<file path="src/sv/xrg_pkg.sv">
`default_nettype none

package xrg_pkg;

  localparam int unsigned WordW  = 32;
  localparam int unsigned SeedW  = 64;
  localparam int unsigned CntW   = $clog2(WordW);
  localparam int unsigned CfgIdxW = 1;

  // register indexes of the configuration port
  localparam logic [CfgIdxW-1:0] REG_RANGE_LOW  = 1'b0;
  localparam logic [CfgIdxW-1:0] REG_RANGE_HIGH = 1'b1;

  localparam logic STATUS_OK      = 1'b0;
  localparam logic STATUS_REFUSED = 1'b1;

  // SplitMix64 constants
  localparam logic [SeedW-1:0] MIX_GOLDEN = 64'h9E37_79B9_7F4A_7C15;
  localparam logic [SeedW-1:0] MIX_C1     = 64'hBF58_476D_1CE4_E5B9;
  localparam logic [SeedW-1:0] MIX_C2     = 64'h94D0_49BB_1331_11EB;

  // fallback state words, entry 0 in the low slot
  localparam logic [3:0][WordW-1:0] FALLBACK = {
    32'h1234_5678, 32'hFEED_F00D, 32'hCAFE_BABE, 32'hDEAD_BEEF
  };

  typedef enum logic [1:0] {
    ACT_RESEED = 2'd0,
    ACT_RAW    = 2'd1,
    ACT_MOD    = 2'd2,
    ACT_UNB    = 2'd3
  } act_t;

  // partial product selection of the 64x64 low-half multiply
  typedef enum logic [1:0] {
    MUL_LL = 2'd0,
    MUL_LH = 2'd1,
    MUL_HL = 2'd2
  } mph_t;

  typedef struct packed {
    act_t             action;
    logic [SeedW-1:0] seed_value;
  } in_item_t;

  typedef struct packed {
    logic [WordW-1:0]        word;
    logic signed [WordW-1:0] number;
    logic                    status;
  } out_item_t;

  typedef enum logic [14:0] {
    S_IDLE     = 15'b000_0000_0000_0001,
    S_DISP     = 15'b000_0000_0000_0010,
    S_XS1      = 15'b000_0000_0000_0100,
    S_MULA     = 15'b000_0000_0000_1000,
    S_XS2      = 15'b000_0000_0001_0000,
    S_MULB     = 15'b000_0000_0010_0000,
    S_STORE    = 15'b000_0000_0100_0000,
    S_CHECK    = 15'b000_0000_1000_0000,
    S_DRAW     = 15'b000_0001_0000_0000,
    S_TEST     = 15'b000_0010_0000_0000,
    S_THR_GO   = 15'b000_0100_0000_0000,
    S_THR_WAIT = 15'b000_1000_0000_0000,
    S_REM_GO   = 15'b001_0000_0000_0000,
    S_REM_WAIT = 15'b010_0000_0000_0000,
    S_DONE     = 15'b100_0000_0000_0000
  } state_t;

  typedef struct packed {
    logic accept;      // latch item and range snapshot
    logic mix_xs1;     // z = acc ^ (acc >> 30)
    logic mix_xs2;     // z = prod ^ (prod >> 27)
    logic mul_en;
    mph_t mul_ph;
    logic mul_c2;      // second mix constant
    logic store_en;    // write finished mix into a state half
    logic store_half;
    logic chk_zero;    // replace all-zero state by fallback
    logic draw;        // advance generator, latch word
    logic div_start;
    logic div_thr;     // divide the rejection threshold dividend
    logic thr_load;
    logic out_load;
  } cmd_t;

  typedef struct packed {
    act_t act;
    logic gt;          // low exceeds high
    logic eq;          // low equals high
    logic span_zero;   // span covers the whole 32-bit range
    logic below_thr;   // last word falls in the rejected zone
    logic div_done;
  } sts_t;

endpackage

`default_nettype wire

</file>
<file path="src/sv/xoshiro128_range_generator_core.sv">
// xoshiro128** generator with integer range draws.
// Input channel (in_valid / in_stall / in_data): one item carries an action
// and a 64-bit seed. Actions: reseed, raw draw, modulo range draw, unbiased
// range draw. Every item yields exactly one result item on the output channel
// (out_valid / out_stall / out_data: word, signed number, status).
// Configuration: write range_low (index 0) and range_high (index 1) through
// cfg_we / cfg_index / cfg_data while no item is in flight.
// Processing steps per action: a raw draw advances the generator once; reseed
// runs two SplitMix64 rounds, each multiply split into three 32x32 partial
// products on one shared multiplier; a modulo draw uses the 32-step radix-2
// remainder unit; an unbiased draw runs the threshold remainder, then the draw
// loop (one more draw per rejected word), then the final remainder. Full-range
// draws skip the remainder; refused and equal-end unbiased draws skip the
// generator. One item is worked on at a time; the next item can be taken in
// the same cycle that the result first sits in the output register.
// Reset (rst_n low, synchronous): state words load the fallback words, both
// range ends clear to zero, no result is pending.
// Output stall: the result holds in the output register; a following finished
// result waits inside the block until that register drains.
`default_nettype none

module xoshiro128_range_generator_core (
  input  wire logic                          clk,
  input  wire logic                          rst_n,
  input  wire logic                          in_valid,
  output logic                               in_stall,
  input  wire xrg_pkg::in_item_t             in_data,
  output logic                               out_valid,
  input  wire logic                          out_stall,
  output xrg_pkg::out_item_t                 out_data,
  input  wire logic                          cfg_we,
  input  wire logic [xrg_pkg::CfgIdxW-1:0]   cfg_index,
  input  wire logic [xrg_pkg::WordW-1:0]     cfg_data
);

  xrg_pkg::cmd_t cmd;
  xrg_pkg::sts_t sts;

  // sequencer: action dispatch, multiply phases, divider handshake, output hold
  xrg_ctrl u_ctrl (
    .clk       (clk),
    .rst_n     (rst_n),
    .in_valid  (in_valid),
    .in_stall  (in_stall),
    .out_valid (out_valid),
    .out_stall (out_stall),
    .sts       (sts),
    .cmd       (cmd)
  );

  // generator state, range registers, mix multiplier, remainder unit, result
  xrg_dp u_dp (
    .clk       (clk),
    .rst_n     (rst_n),
    .in_item   (in_data),
    .cfg_we    (cfg_we),
    .cfg_index (cfg_index),
    .cfg_data  (cfg_data),
    .cmd       (cmd),
    .sts       (sts),
    .out_item  (out_data)
  );

endmodule

`default_nettype wire

</file>
<file path="src/sv/xrg_rem.sv">
`default_nettype none

module xrg_rem (
  input  wire logic                       clk,
  input  wire logic                       rst_n,
  input  wire logic                       start,
  input  wire logic [xrg_pkg::WordW-1:0]  dividend,
  input  wire logic [xrg_pkg::WordW-1:0]  divisor,
  output logic                            done,
  output logic [xrg_pkg::WordW-1:0]       rem
);

  logic                         busy_r, busy_nxt;
  logic                         done_r, done_nxt;
  logic [xrg_pkg::CntW-1:0]     cnt_r, cnt_nxt;
  logic [xrg_pkg::WordW-1:0]    rem_r, rem_nxt;
  logic [xrg_pkg::WordW-1:0]    dvd_r, dvd_nxt;
  logic [xrg_pkg::WordW-1:0]    div_r, div_nxt;
  logic [xrg_pkg::WordW:0]      trial;

  // restoring radix-2 step: one quotient bit per cycle
  always_comb begin
    busy_nxt = busy_r;
    done_nxt = 1'b0;
    cnt_nxt  = cnt_r;
    rem_nxt  = rem_r;
    dvd_nxt  = dvd_r;
    div_nxt  = div_r;
    trial    = {rem_r, dvd_r[xrg_pkg::WordW-1]};
    if (start) begin
      busy_nxt = 1'b1;
      cnt_nxt  = xrg_pkg::CntW'(xrg_pkg::WordW - 1);
      rem_nxt  = '0;
      dvd_nxt  = dividend;
      div_nxt  = divisor;
    end else if (busy_r) begin
      if (trial >= {1'b0, div_r}) begin
        rem_nxt = xrg_pkg::WordW'(trial - {1'b0, div_r});
      end else begin
        rem_nxt = trial[xrg_pkg::WordW-1:0];
      end
      dvd_nxt = {dvd_r[xrg_pkg::WordW-2:0], 1'b0};
      cnt_nxt = cnt_r - 1'b1;
      if (cnt_r == '0) begin
        busy_nxt = 1'b0;
        done_nxt = 1'b1;
      end
    end
  end

  always_ff @(posedge clk) begin
    if (!rst_n) begin
      busy_r <= 1'b0;
      done_r <= 1'b0;
      cnt_r  <= '0;
    end else begin
      busy_r <= busy_nxt;
      done_r <= done_nxt;
      cnt_r  <= cnt_nxt;
    end
    rem_r <= rem_nxt;
    dvd_r <= dvd_nxt;
    div_r <= div_nxt;
  end

  assign done = done_r;
  assign rem  = rem_r;

endmodule

`default_nettype wire

</file>
<file path="src/sv/xrg_dp.sv">
`default_nettype none

module xrg_dp (
  input  wire logic                          clk,
  input  wire logic                          rst_n,
  input  wire xrg_pkg::in_item_t             in_item,
  input  wire logic                          cfg_we,
  input  wire logic [xrg_pkg::CfgIdxW-1:0]   cfg_index,
  input  wire logic [xrg_pkg::WordW-1:0]     cfg_data,
  input  wire xrg_pkg::cmd_t                 cmd,
  output xrg_pkg::sts_t                      sts,
  output xrg_pkg::out_item_t                 out_item
);

  localparam int unsigned W = xrg_pkg::WordW;

  logic [3:0][W-1:0]              gw_r, gw_nxt;
  logic [W-1:0]                   lo_r, hi_r;
  xrg_pkg::act_t                  act_r;
  logic                           gt_r, eq_r, spz_r;
  logic [W-1:0]                   base_r, span_r;
  logic [xrg_pkg::SeedW-1:0]      acc_r, z_r, prod_r;
  logic [W-1:0]                   word_r, thr_r;
  xrg_pkg::out_item_t             out_r, res;

  logic                           gt_in;
  logic [W-1:0]                   lo_s, hi_s, span_in;
  logic [W-1:0]                   m5, rot, gen_out, t9;
  logic [W-1:0]                   n0, n1, n2, n3;
  logic [xrg_pkg::SeedW-1:0]      mconst, mixv;
  logic [W-1:0]                   mul_a, mul_b;
  logic [xrg_pkg::SeedW-1:0]      mul_p;
  logic [W-1:0]                   div_dvd, rem;
  logic                           div_done;

  // swap reversed ends; the unbiased draw refuses them instead
  assign gt_in   = $signed(lo_r) > $signed(hi_r);
  assign lo_s    = gt_in ? hi_r : lo_r;
  assign hi_s    = gt_in ? lo_r : hi_r;
  assign span_in = hi_s - lo_s + 1'b1;

  // xoshiro128** output and state step
  assign m5      = gw_r[1] + {gw_r[1][W-3:0], 2'b00};
  assign rot     = {m5[W-8:0], m5[W-1:W-7]};
  assign gen_out = rot + {rot[W-4:0], 3'b000};
  assign t9      = {gw_r[1][W-10:0], 9'd0};
  assign n2      = gw_r[2] ^ gw_r[0];
  assign n3      = gw_r[3] ^ gw_r[1];
  assign n1      = gw_r[1] ^ n2;
  assign n0      = gw_r[0] ^ n3;

  // low 64 bits of z * const from three 32x32 partial products
  assign mconst = cmd.mul_c2 ? xrg_pkg::MIX_C2 : xrg_pkg::MIX_C1;
  assign mul_a  = (cmd.mul_ph == xrg_pkg::MUL_HL) ? z_r[2*W-1:W] : z_r[W-1:0];
  assign mul_b  = (cmd.mul_ph == xrg_pkg::MUL_LH) ? mconst[2*W-1:W] : mconst[W-1:0];
  assign mul_p  = mul_a * mul_b;
  assign mixv   = prod_r ^ (prod_r >> 31);

  assign div_dvd = cmd.div_thr ? (32'd0 - span_r) : word_r;

  xrg_rem u_rem (
    .clk      (clk),
    .rst_n    (rst_n),
    .start    (cmd.div_start),
    .dividend (div_dvd),
    .divisor  (span_r),
    .done     (div_done),
    .rem      (rem)
  );

  always_comb begin
    gw_nxt = gw_r;
    if (cmd.draw) begin
      gw_nxt[0] = n0;
      gw_nxt[1] = n1;
      gw_nxt[2] = n2 ^ t9;
      gw_nxt[3] = {n3[W-12:0], n3[W-1:W-11]};
    end else if (cmd.store_en) begin
      if (cmd.store_half) begin
        gw_nxt[2] = mixv[W-1:0];
        gw_nxt[3] = mixv[2*W-1:W];
      end else begin
        gw_nxt[0] = mixv[W-1:0];
        gw_nxt[1] = mixv[2*W-1:W];
      end
    end else if (cmd.chk_zero) begin
      if ((gw_r[0] | gw_r[1] | gw_r[2] | gw_r[3]) == '0) begin
        gw_nxt = xrg_pkg::FALLBACK;
      end
    end
  end

  // result assembly from the latched action and range flags
  always_comb begin
    res        = '0;
    res.status = xrg_pkg::STATUS_OK;
    unique case (act_r)
      xrg_pkg::ACT_RESEED: begin
        res.word = '0;
      end
      xrg_pkg::ACT_RAW: begin
        res.word = word_r;
      end
      xrg_pkg::ACT_MOD: begin
        res.word   = word_r;
        res.number = spz_r ? word_r : base_r + rem;
      end
      xrg_pkg::ACT_UNB: begin
        priority if (gt_r) begin
          res.status = xrg_pkg::STATUS_REFUSED;
        end else if (eq_r) begin
          res.number = base_r;
        end else if (spz_r) begin
          res.word   = word_r;
          res.number = base_r + word_r;
        end else begin
          res.word   = word_r;
          res.number = base_r + rem;
        end
      end
      default: begin
        res = '0;
      end
    endcase
  end

  always_ff @(posedge clk) begin
    if (!rst_n) begin
      gw_r <= xrg_pkg::FALLBACK;
      lo_r <= '0;
      hi_r <= '0;
    end else begin
      gw_r <= gw_nxt;
      if (cfg_we && cfg_index == xrg_pkg::REG_RANGE_LOW) begin
        lo_r <= cfg_data;
      end
      if (cfg_we && cfg_index == xrg_pkg::REG_RANGE_HIGH) begin
        hi_r <= cfg_data;
      end
    end
    if (cmd.accept) begin
      act_r  <= in_item.action;
      gt_r   <= gt_in;
      eq_r   <= (lo_r == hi_r);
      spz_r  <= (span_in == '0);
      base_r <= lo_s;
      span_r <= span_in;
      acc_r  <= in_item.seed_value + xrg_pkg::MIX_GOLDEN;
    end else if (cmd.store_en && !cmd.store_half) begin
      acc_r <= acc_r + xrg_pkg::MIX_GOLDEN;
    end
    if (cmd.mix_xs1) begin
      z_r <= acc_r ^ (acc_r >> 30);
    end else if (cmd.mix_xs2) begin
      z_r <= prod_r ^ (prod_r >> 27);
    end
    if (cmd.mul_en) begin
      if (cmd.mul_ph == xrg_pkg::MUL_LL) begin
        prod_r <= mul_p;
      end else begin
        prod_r[2*W-1:W] <= prod_r[2*W-1:W] + mul_p[W-1:0];
      end
    end
    if (cmd.draw) begin
      word_r <= gen_out;
    end
    if (cmd.thr_load) begin
      thr_r <= rem;
    end
    if (cmd.out_load) begin
      out_r <= res;
    end
  end

  always_comb begin
    sts           = '0;
    sts.act       = act_r;
    sts.gt        = gt_r;
    sts.eq        = eq_r;
    sts.span_zero = spz_r;
    sts.below_thr = (word_r < thr_r);
    sts.div_done  = div_done;
  end

  assign out_item = out_r;

endmodule

`default_nettype wire

</file>
<file path="src/sv/xrg_ctrl.sv">
`default_nettype none

module xrg_ctrl (
  input  wire logic            clk,
  input  wire logic            rst_n,
  input  wire logic            in_valid,
  output logic                 in_stall,
  output logic                 out_valid,
  input  wire logic            out_stall,
  input  wire xrg_pkg::sts_t   sts,
  output xrg_pkg::cmd_t        cmd
);

  xrg_pkg::state_t state_r, state_nxt;
  xrg_pkg::mph_t   ph_r, ph_nxt;
  logic            half_r, half_nxt;
  logic            out_valid_r, out_valid_nxt;

  always_comb begin
    cmd       = '0;
    state_nxt = state_r;
    ph_nxt    = ph_r;
    half_nxt  = half_r;
    unique case (state_r)
      xrg_pkg::S_IDLE: begin
        if (in_valid) begin
          cmd.accept = 1'b1;
          state_nxt  = xrg_pkg::S_DISP;
        end
      end
      xrg_pkg::S_DISP: begin
        unique case (sts.act)
          xrg_pkg::ACT_RESEED: begin
            half_nxt  = 1'b0;
            state_nxt = xrg_pkg::S_XS1;
          end
          xrg_pkg::ACT_RAW, xrg_pkg::ACT_MOD: begin
            state_nxt = xrg_pkg::S_DRAW;
          end
          xrg_pkg::ACT_UNB: begin
            priority if (sts.gt || sts.eq) begin
              state_nxt = xrg_pkg::S_DONE;
            end else if (sts.span_zero) begin
              state_nxt = xrg_pkg::S_DRAW;
            end else begin
              state_nxt = xrg_pkg::S_THR_GO;
            end
          end
          default: state_nxt = xrg_pkg::S_DONE;
        endcase
      end
      xrg_pkg::S_XS1: begin
        cmd.mix_xs1 = 1'b1;
        ph_nxt      = xrg_pkg::MUL_LL;
        state_nxt   = xrg_pkg::S_MULA;
      end
      xrg_pkg::S_MULA, xrg_pkg::S_MULB: begin
        cmd.mul_en = 1'b1;
        cmd.mul_ph = ph_r;
        cmd.mul_c2 = (state_r == xrg_pkg::S_MULB);
        unique case (ph_r)
          xrg_pkg::MUL_LL: ph_nxt = xrg_pkg::MUL_LH;
          xrg_pkg::MUL_LH: ph_nxt = xrg_pkg::MUL_HL;
          xrg_pkg::MUL_HL: begin
            ph_nxt    = xrg_pkg::MUL_LL;
            state_nxt = (state_r == xrg_pkg::S_MULB) ? xrg_pkg::S_STORE : xrg_pkg::S_XS2;
          end
          default: ph_nxt = xrg_pkg::MUL_LL;
        endcase
      end
      xrg_pkg::S_XS2: begin
        cmd.mix_xs2 = 1'b1;
        ph_nxt      = xrg_pkg::MUL_LL;
        state_nxt   = xrg_pkg::S_MULB;
      end
      xrg_pkg::S_STORE: begin
        cmd.store_en   = 1'b1;
        cmd.store_half = half_r;
        if (!half_r) begin
          half_nxt  = 1'b1;
          state_nxt = xrg_pkg::S_XS1;
        end else begin
          state_nxt = xrg_pkg::S_CHECK;
        end
      end
      xrg_pkg::S_CHECK: begin
        cmd.chk_zero = 1'b1;
        state_nxt    = xrg_pkg::S_DONE;
      end
      xrg_pkg::S_DRAW: begin
        cmd.draw = 1'b1;
        unique case (sts.act)
          xrg_pkg::ACT_MOD:
            state_nxt = sts.span_zero ? xrg_pkg::S_DONE : xrg_pkg::S_REM_GO;
          xrg_pkg::ACT_UNB:
            state_nxt = sts.span_zero ? xrg_pkg::S_DONE : xrg_pkg::S_TEST;
          default:
            state_nxt = xrg_pkg::S_DONE;
        endcase
      end
      xrg_pkg::S_TEST: begin
        state_nxt = sts.below_thr ? xrg_pkg::S_DRAW : xrg_pkg::S_REM_GO;
      end
      xrg_pkg::S_THR_GO: begin
        cmd.div_start = 1'b1;
        cmd.div_thr   = 1'b1;
        state_nxt     = xrg_pkg::S_THR_WAIT;
      end
      xrg_pkg::S_THR_WAIT: begin
        cmd.div_thr = 1'b1;
        if (sts.div_done) begin
          cmd.thr_load = 1'b1;
          state_nxt    = xrg_pkg::S_DRAW;
        end
      end
      xrg_pkg::S_REM_GO: begin
        cmd.div_start = 1'b1;
        state_nxt     = xrg_pkg::S_REM_WAIT;
      end
      xrg_pkg::S_REM_WAIT: begin
        if (sts.div_done) begin
          state_nxt = xrg_pkg::S_DONE;
        end
      end
      xrg_pkg::S_DONE: begin
        // hold the result here until the output register frees up
        if (!out_valid_r || !out_stall) begin
          cmd.out_load = 1'b1;
          state_nxt    = xrg_pkg::S_IDLE;
        end
      end
      default: state_nxt = xrg_pkg::S_IDLE;
    endcase
  end

  assign out_valid_nxt = cmd.out_load | (out_valid_r & out_stall);

  always_ff @(posedge clk) begin
    if (!rst_n) begin
      state_r     <= xrg_pkg::S_IDLE;
      ph_r        <= xrg_pkg::MUL_LL;
      half_r      <= 1'b0;
      out_valid_r <= 1'b0;
    end else begin
      state_r     <= state_nxt;
      ph_r        <= ph_nxt;
      half_r      <= half_nxt;
      out_valid_r <= out_valid_nxt;
    end
  end

  assign in_stall  = (state_r != xrg_pkg::S_IDLE);
  assign out_valid = out_valid_r;

endmodule

`default_nettype wire

</file>
<file path="config.mk">
export PLATFORM = sky130hd
export DESIGN_NAME = xoshiro128_range_generator_core
export DESIGN_NICKNAME = d
export VERILOG_FILES = /design/src/sv/xrg_pkg.sv /design/src/sv/xoshiro128_range_generator_core.sv /design/src/sv/xrg_rem.sv /design/src/sv/xrg_dp.sv /design/src/sv/xrg_ctrl.sv
export SDC_FILE = /design/constraint.sdc
export NUM_CORES = 2
export LEC_CHECK = 0
export BUFFER_PORTS_ARGS = -buffer_cell sky130_fd_sc_hd__buf_2
export CAP_MARGIN = 25
export CORE_MARGIN = 3
export CORE_UTILIZATION = 35
export CTS_CLUSTER_DIAMETER = 50
export DETAILED_ROUTE_END_ITERATION = 10
export MAX_ROUTING_LAYER = met4
export SLEW_MARGIN = 20
export SYNTH_ARGS = -nofsm -noshare
export SYNTH_HDL_FRONTEND = slang
export SYNTH_SLANG_ARGS = --single-unit
export TNS_END_PERCENT = 1
</file>
<file path="constraint.sdc">
create_clock -name clk -period 15.05 [get_ports clk]
set_input_delay 0 -clock clk [delete_from_list [all_inputs] [get_ports clk]]
set_output_delay 0 -clock clk [all_outputs]
set_load 0.05 [all_outputs]
</file>
---- Yosys cells after proc, flatten, opt, wreduce, memory -nomap -nowiden ----
Index checks and enable logic that the tools add are counted.
cells by class
  add/sub/neg operators ................... 12
  $mul .................................... 1
  order comparisons ....................... 3
  equality and inequality tests ........... 32
  mux-type cells .......................... 67
  bitwise logic cells ..................... 16
  reduce and logical (&&, ||, !) cells .... 32
operators with widths
  kind                      number
  $mux W128                 4
  $mux W64                  7
  $mux W32                  13
  $pmux W15 S14             1
  $add A32 B32 Y32          5
  $xor A32 B32 Y32          5
  $add A64 B64 Y64 const B  2
  $mux W15                  8
  $or A32 B32 Y32           3
  $pmux W32 S3              1
  $logic_not A32 Y1         2
  $mul A32 B32 Y64          1
  $pmux W32 S2              1
  $sub A32 B32 Y32          2
  $xor A64 B33 Y64          1
  $xor A64 B34 Y64          1
  $xor A64 B37 Y64          1
  $mux W62                  1
  $pmux W15 S3              1
  $ge A33 B32 Y1            1
  $add A32 B1 Y32 const B   1
  $eq A32 B32 Y1            1
  $gt A32 B32 Y1            1
  $lt A32 B32 Y1            1
  other kinds (49)          98
storage, ports and cells
  register bits ........................... 704
  bits of input ports ..................... 104
  output and inout port bits .............. 67
  logic and storage cells ................. 194

---- Depth between registers and ports, before layout ----
  depth after elaboration ................. 8
  depth in mapped cells ................... 48
  depth with buffers taken out ............ 44

---- Cells and area by module ----
From an unflattened synthesis, not the netlist that was laid out.
second synthesis, totals
  cell total of the unflattened synthesis .. 8157
  area, all modules ....................... 75682.6 um2
by module, submodules not included
  module    instances  cells each  area each (um2)  seq. area each (um2)
  xrg_dp    1          7366        68269.2          15554.9
  xrg_rem   1          625         6102.1           2702.6
  xrg_ctrl  1          166         1311.3           380.4

---- Least setup slack after synthesis ----
No wires, ideal clock.
  path type ............................... reg-to-reg
  start ................................... register u_ctrl.state_r[13]
  end ..................................... register u_dp.prod_r[62] in the netlist's numbering (data pin)
  library setup time ...................... 0.269 ns
  arrival ................................. 10.569 ns
  required time ........................... 14.781 ns
  setup slack ............................. 4.213 ns
  stages on the path, launching flop included .. 45
  path buffers ............................ 3
  period minus slack after synthesis ...... 10.837 ns
  cell sequence ........................... dfxtp_1 -> or4_1 -> nor4b_2 -> nand4b_1 -> and2_1 -> buf_2 -> inv_2 -> nand2_4 -> buf_6 -> mux2_2 -> clkbuf_1 -> and2_1 -> inv_1 -> fa_1 -> inv_1 -> fa_1 -> fa_1 -> inv_1 -> [... 9 more ...] -> a21o_1 -> a21o_1 -> a21o_1 -> a31oi_1 -> o21bai_1 -> and2_1 -> o41ai_1 -> o21ai_0 -> a21oi_1 -> xnor2_1 -> ha_1 -> and3_1 -> a311oi_1 -> o21bai_1 -> a21oi_1 -> o21ai_0 -> xnor2_1 -> o21ai_0
between the ends
  cells in the longest elaborated chain, start to end .. 8
  elaborated cells on any way between the ends .. 13
  those cells by class .................... add/sub: 1; mul: 1; eq/ne: 4; mux: 5; reduce/logical: 2
ends and longest elaborated chain
  item                                            line                            text
  start, declared                                 xrg_ctrl.sv:14                  xrg_pkg::state_t state_r, state_nxt;
  start signal, assigned                          xrg_ctrl.sv:140                 state_r <= xrg_pkg::S_IDLE;
  start signal, assigned                          xrg_ctrl.sv:145                 state_r <= state_nxt;
  $eq A15 B4 Y1 or $eq A15 B6 Y1 (tied branches)  xrg_ctrl.sv:24, xrg_ctrl.sv:60
  $reduce_or A2 Y1                                xrg_ctrl.sv:24                  unique case (state_r)
  $mux W4 (*)                                     xrg_ctrl.sv:24
  $eq A2 B2 Y1 (tied with other cells)            xrg_dp.sv:54                    assign mul_a = (cmd.mul_ph == xrg_pkg::MUL_HL) ? z_r[2*W-1:W] : z_r[W-1:0];
  $mux W32 (on tied branches)                     xrg_dp.sv:54, xrg_dp.sv:55
  $mul A32 B32 Y64 (*)                            xrg_dp.sv:56                    assign mul_p = mul_a * mul_b;
  named net u_dp.mul_p (one bit)                  xrg_dp.sv:32                    logic [xrg_pkg::SeedW-1:0] mul_p;
  $add A32 B32 Y32 (*)                            xrg_dp.sv:161                   prod_r[2*W-1:W] <= prod_r[2*W-1:W] + mul_p[W-1:0];
  $mux W32 (*)                                    xrg_dp.sv:158                   if (cmd.mul_ph == xrg_pkg::MUL_LL) begin
  end signal, assigned                            xrg_dp.sv:159                   prod_r <= mul_p;
  end signal, assigned by index                   xrg_dp.sv:161
  end, declared                                   xrg_dp.sv:22                    logic [xrg_pkg::SeedW-1:0] acc_r, z_r, prod_r;
Mark *: on every way through the listed nets, which the timed path passes. The rest lies on a longest branch.
A chain may end at the register's enable or synchronous reset.

---- Worst setup path after layout ----
  start ................................... register u_ctrl.state_r[9]
  end ..................................... register u_dp.prod_r[62] in the netlist's numbering (data pin)
The elaborated chain is that of the path after synthesis.

==> results.py <==
metrics = {
    "global_routing": {
        "grt_pass1_wl_mm": 399,
        "antenna_found_initial": 7,
        "grt_max_degree": 97,
        "track_usage_pct": 24.4,
        "overflow": 0,
        "first_global_vias": 61642,
    },
    "synth": {
        "syn_area_sq_um": 75700,
        "synth_cell_types": 106,
        "async_flop_share_pct": 0,
        "yosysSeqAreaShare_pct": 24.6,
        "synth_flop_cell": "edfxtp_1",
        "syn-instance-count": 8171,
        "synth_area_leaders": "fa_1 22%, edfxtp_1 18%, ha_1 10%, dfxtp_1 6.6%, inv_1 5.7%",
        "yosys.area.top_type_share_pct": 21.8,
        "syn_nets": 9721,
        "yosys_warnings": 0,
        "yosysTopAreaCell": "fa_1",
        "synth-seq-cells": 704,
        "synth_edf_count": 454,
        "postSynthAreaPerCell_sq_um": 9.27,
    },
    "final_layout": {
        "nets": 9887,
        "stdcell_count": 11244,
        "final_common_cell": "inv_1",
        "postLayoutCoreUtil_pct": 39.0,
        "final_cell_mix": "1,148 x inv_1, 825 x fa_1, 689 x nand2_1, 619 x ha_1, 564 x a21oi_1",
        "syn_to_final_growth_pct": 10.7,
        "layout-drive-gt1-share_pct": 6.66,
    },
    "run": {
        "maxCapViolCount": 0,
    },
    "sta": {
        "relSlewSlack_pct": 25.7,
        "clock_skew_ns": 0.0262,
        "slew_violations": 0,
        "period_needed_ns": 12.94,
        "whs_ns": 0.139,
        "min_period_over_period_pct": 86.0,
        "timing.fmax_mhz": 77.3,
        "hold_viol": 0,
        "fin_setup_tns_ns": 0,
        "setup_viol": 0,
        "rsz0062_at_grt": "no",
        "worstMarginPinSlew_ns": 1.10,
    },
    "power_and_ir_drop": {
        "p_switching_uw": 1780,
        "clock_power_share_pct": 36.3,
        "internal_power_uw": 3790,
        "seq_power_share_pct": 41.2,
        "peakVddDrop_uv": 81.6,
        "p_per_area_nw_per_um2": 66.4,
        "p_leak_uw": 0.0367,
        "switching_share_pct": 31.9,
        "p_comb_share_pct": 22.4,
    },
    "clocking": {
        "tritoncts": "yes",
        "clockRootBuffer": "clkbuf_16",
        "cts_sinks": 704,
        "post_cts_buffers": 0,
        "clk_pin_slew_ns": 0.06,
        "insertion_delay_ns": 0.69,
        "cts_resized": 0,
        "htree_levels": 3,
        "clock_path_buffers": 3,
        "numCtsBuffers": 83,
    },
    "die": {
        "num_rows": 170,
        "num_io_pins": 171,
        "die_area_sq_um": 222000,
        "core_sq_um": 215000,
        "start_util_pct": 35.3,
        "die_height_um": 471,
        "die_w_um": 471,
    },
    "worst_setup_path": {
        "cp.arrival_ns": 13.36,
        "cp.required_ns": 15.47,
        "cp-start-kind": "flip-flop",
        "crit_slowest_cell": "inv_2",
        "r2r_end": "u_dp.prod_r[62]$_DFFE_PN_",
        "cp_max_fo": 34,
        "rr_worst_depth": 43,
        "path_buf_inv": 7,
        "reg2reg_slack_ns": 2.11,
        "crit_path_end_kind": "flip-flop",
        "critical_path.top_delay_family": "adder cells",
        "crit_type": "flip-flop to flip-flop",
        "timing.rr.start": "u_ctrl.state_r[9]$_SDFFE_PN0P_",
        "max_stage_delay_ns": 0.66,
    },
    "detailed_routing": {
        "drt-total-wl_mm": 268,
        "drc": 0,
        "final_antenna_net_count": 0,
        "drt_iter0_drc": 6383,
        "first_pass_iters": 5,
        "wl_per_cell_um": 23.8,
        "viasPerCell": 5.50,
        "vias": 61869,
    },
    "run_status": {
        "status": "finished clean",
    },
    "placed_design": {
        "dpl.cell_count": 10946,
        "routabilityCongestion": 1.00,
        "dp_hpwl_mm": 216,
        "portBuffers": 170,
    },
    "min_path": {
        "worstHoldPathCells": 2,
        "hp-start": "in_data[65]",
        "min_to": "u_dp.act_r[1]$_DFFE_PP_",
        "hp-class": "input port to flip-flop",
    },
}
[cell type report]
| class | instances | area, sq um |
|---|---|---|
| antenna | 2 | 5.00 |
| tap | 2838 | 3550 |
| clock inverter | 52 | 440 |
| sequential | 704 | 18600 |
| multi-input combinational | 5987 | 51600 |
| clock buffer | 100 | 2250 |
| timing repair buffer | 399 | 2970 |
| inverter | 1162 | 4360 |
| fill | 21360 | 131000 |
[worst max path at each step]
stage                                     from  cells after the start  slack, ns                   endpoint
2_1_floorplan  u_ctrl.state_r[13]$_SDFFE_PN0P_                     44       4.21  u_dp.prod_r[62]$_DFFE_PN_
3_3_place_gp    u_ctrl.state_r[9]$_SDFFE_PN0P_                     42       2.39  u_dp.prod_r[62]$_DFFE_PN_
5_1_grt         u_ctrl.state_r[9]$_SDFFE_PN0P_                     43       1.52  u_dp.prod_r[62]$_DFFE_PN_
6_report        u_ctrl.state_r[9]$_SDFFE_PN0P_                     43       2.11  u_dp.prod_r[62]$_DFFE_PN_
3_5_place_dp    u_ctrl.state_r[9]$_SDFFE_PN0P_                     40       2.25  u_dp.prod_r[62]$_DFFE_PN_
4_1_cts         u_ctrl.state_r[9]$_SDFFE_PN0P_                     40       2.21  u_dp.prod_r[62]$_DFFE_PN_
[synthesized netlist by cell type, drive strengths merged, types with 160 or more instances]
cell type  instances
xnor2            373
fa               825
nand2            694
ha               621
nor2             559
edfxtp           454
dfxtp            250
inv             1156
o21ai            399
xor2             193
a21o             160
a21oi            565
clkbuf           269
[worst register-to-register path, delay by kind of cell, from the launching register on]
kind                     cells  cell delay, ns
buffers and inverters        7            1.54
adder cells (fa/ha/maj)     10            3.98
flip-flops                   1            0.41
AND/OR/NAND/NOR              8            2.56
AO/OA/AOI/OAI               14            3.10
XOR/XNOR                     3            0.51
multiplexers                 1            0.58
[per-layer routing]
layer  GRT usage (%)  up-vias  part of all wire (%)
met3            3.13      580                   7.5
met5               -        -                     0
met1            32.5    30679                    42
met2            37.6     2750                    45
li1                -    27860                     -
met4            10.1        0                   5.1
[power groups by stage]
stage | clock, uW | sequential (uW) | combinational [uW]
6_report | 2020 | 2300 | 1250
3_3_place_gp | 0 | 2330 | 1170
3_5_place_dp | 0 | 2330 | 1180
5_1_grt | 2140 | 2300 | 1360
4_1_cts | 2050 | 2290 | 1230
2_1_floorplan | 0 | 2270 | 834
[logic make-up after synthesis]
| kind of cell | after synthesis | synth area share [%] |
|---|---|---|
| multiplexers | 131 | 1.89 |
| XOR/XNOR | 566 | 6.55 |
| AND/OR/NAND/NOR | 2099 | 13.2 |
| AO/OA/AOI/OAI | 1744 | 14.3 |
| flip-flops | 704 | 24.6 |
| buffers and inverters | 1480 | 7.46 |
| adder cells (fa/ha/maj) | 1447 | 32.1 |
[metrics by stage]
step                setup WS (ns)  area [sq um]  power [uW]
floorplan                    4.21         75700        3110
global placement             2.39         79600        3490
detailed placement           2.25         79600        3510
CTS                          2.21         83800        5580
global route                 1.52         83800        5800
finish                       2.11         83800        5570
[flip-flops by register name, indices dropped and copies added (netlist names), 2 cells and up]
register	cells
u_ctrl.ph_r	2
u_dp.u_rem.rem	32
u_dp.span_r	32
u_dp.hi_r	32
u_dp.thr_r	32
u_dp.u_rem.dvd_r	32
u_dp.out_item	65
u_dp.gw_r	128
u_dp.acc_r	64
u_dp.base_r	32
u_dp.u_rem.div_r	32
u_ctrl.state_r	15
u_dp.u_rem.cnt_r	5
u_dp.prod_r	64
u_dp.word_r	32
u_dp.lo_r	32
u_dp.act_r	2
u_dp.z_r	64
[repair_timing]
item                                    in CTS  in global routing
endpoints found under the setup margin       0                  0
endpoints found under the hold margin      194                  0
hold buffers                               142                  0
(Power assumes the default switching activity.)
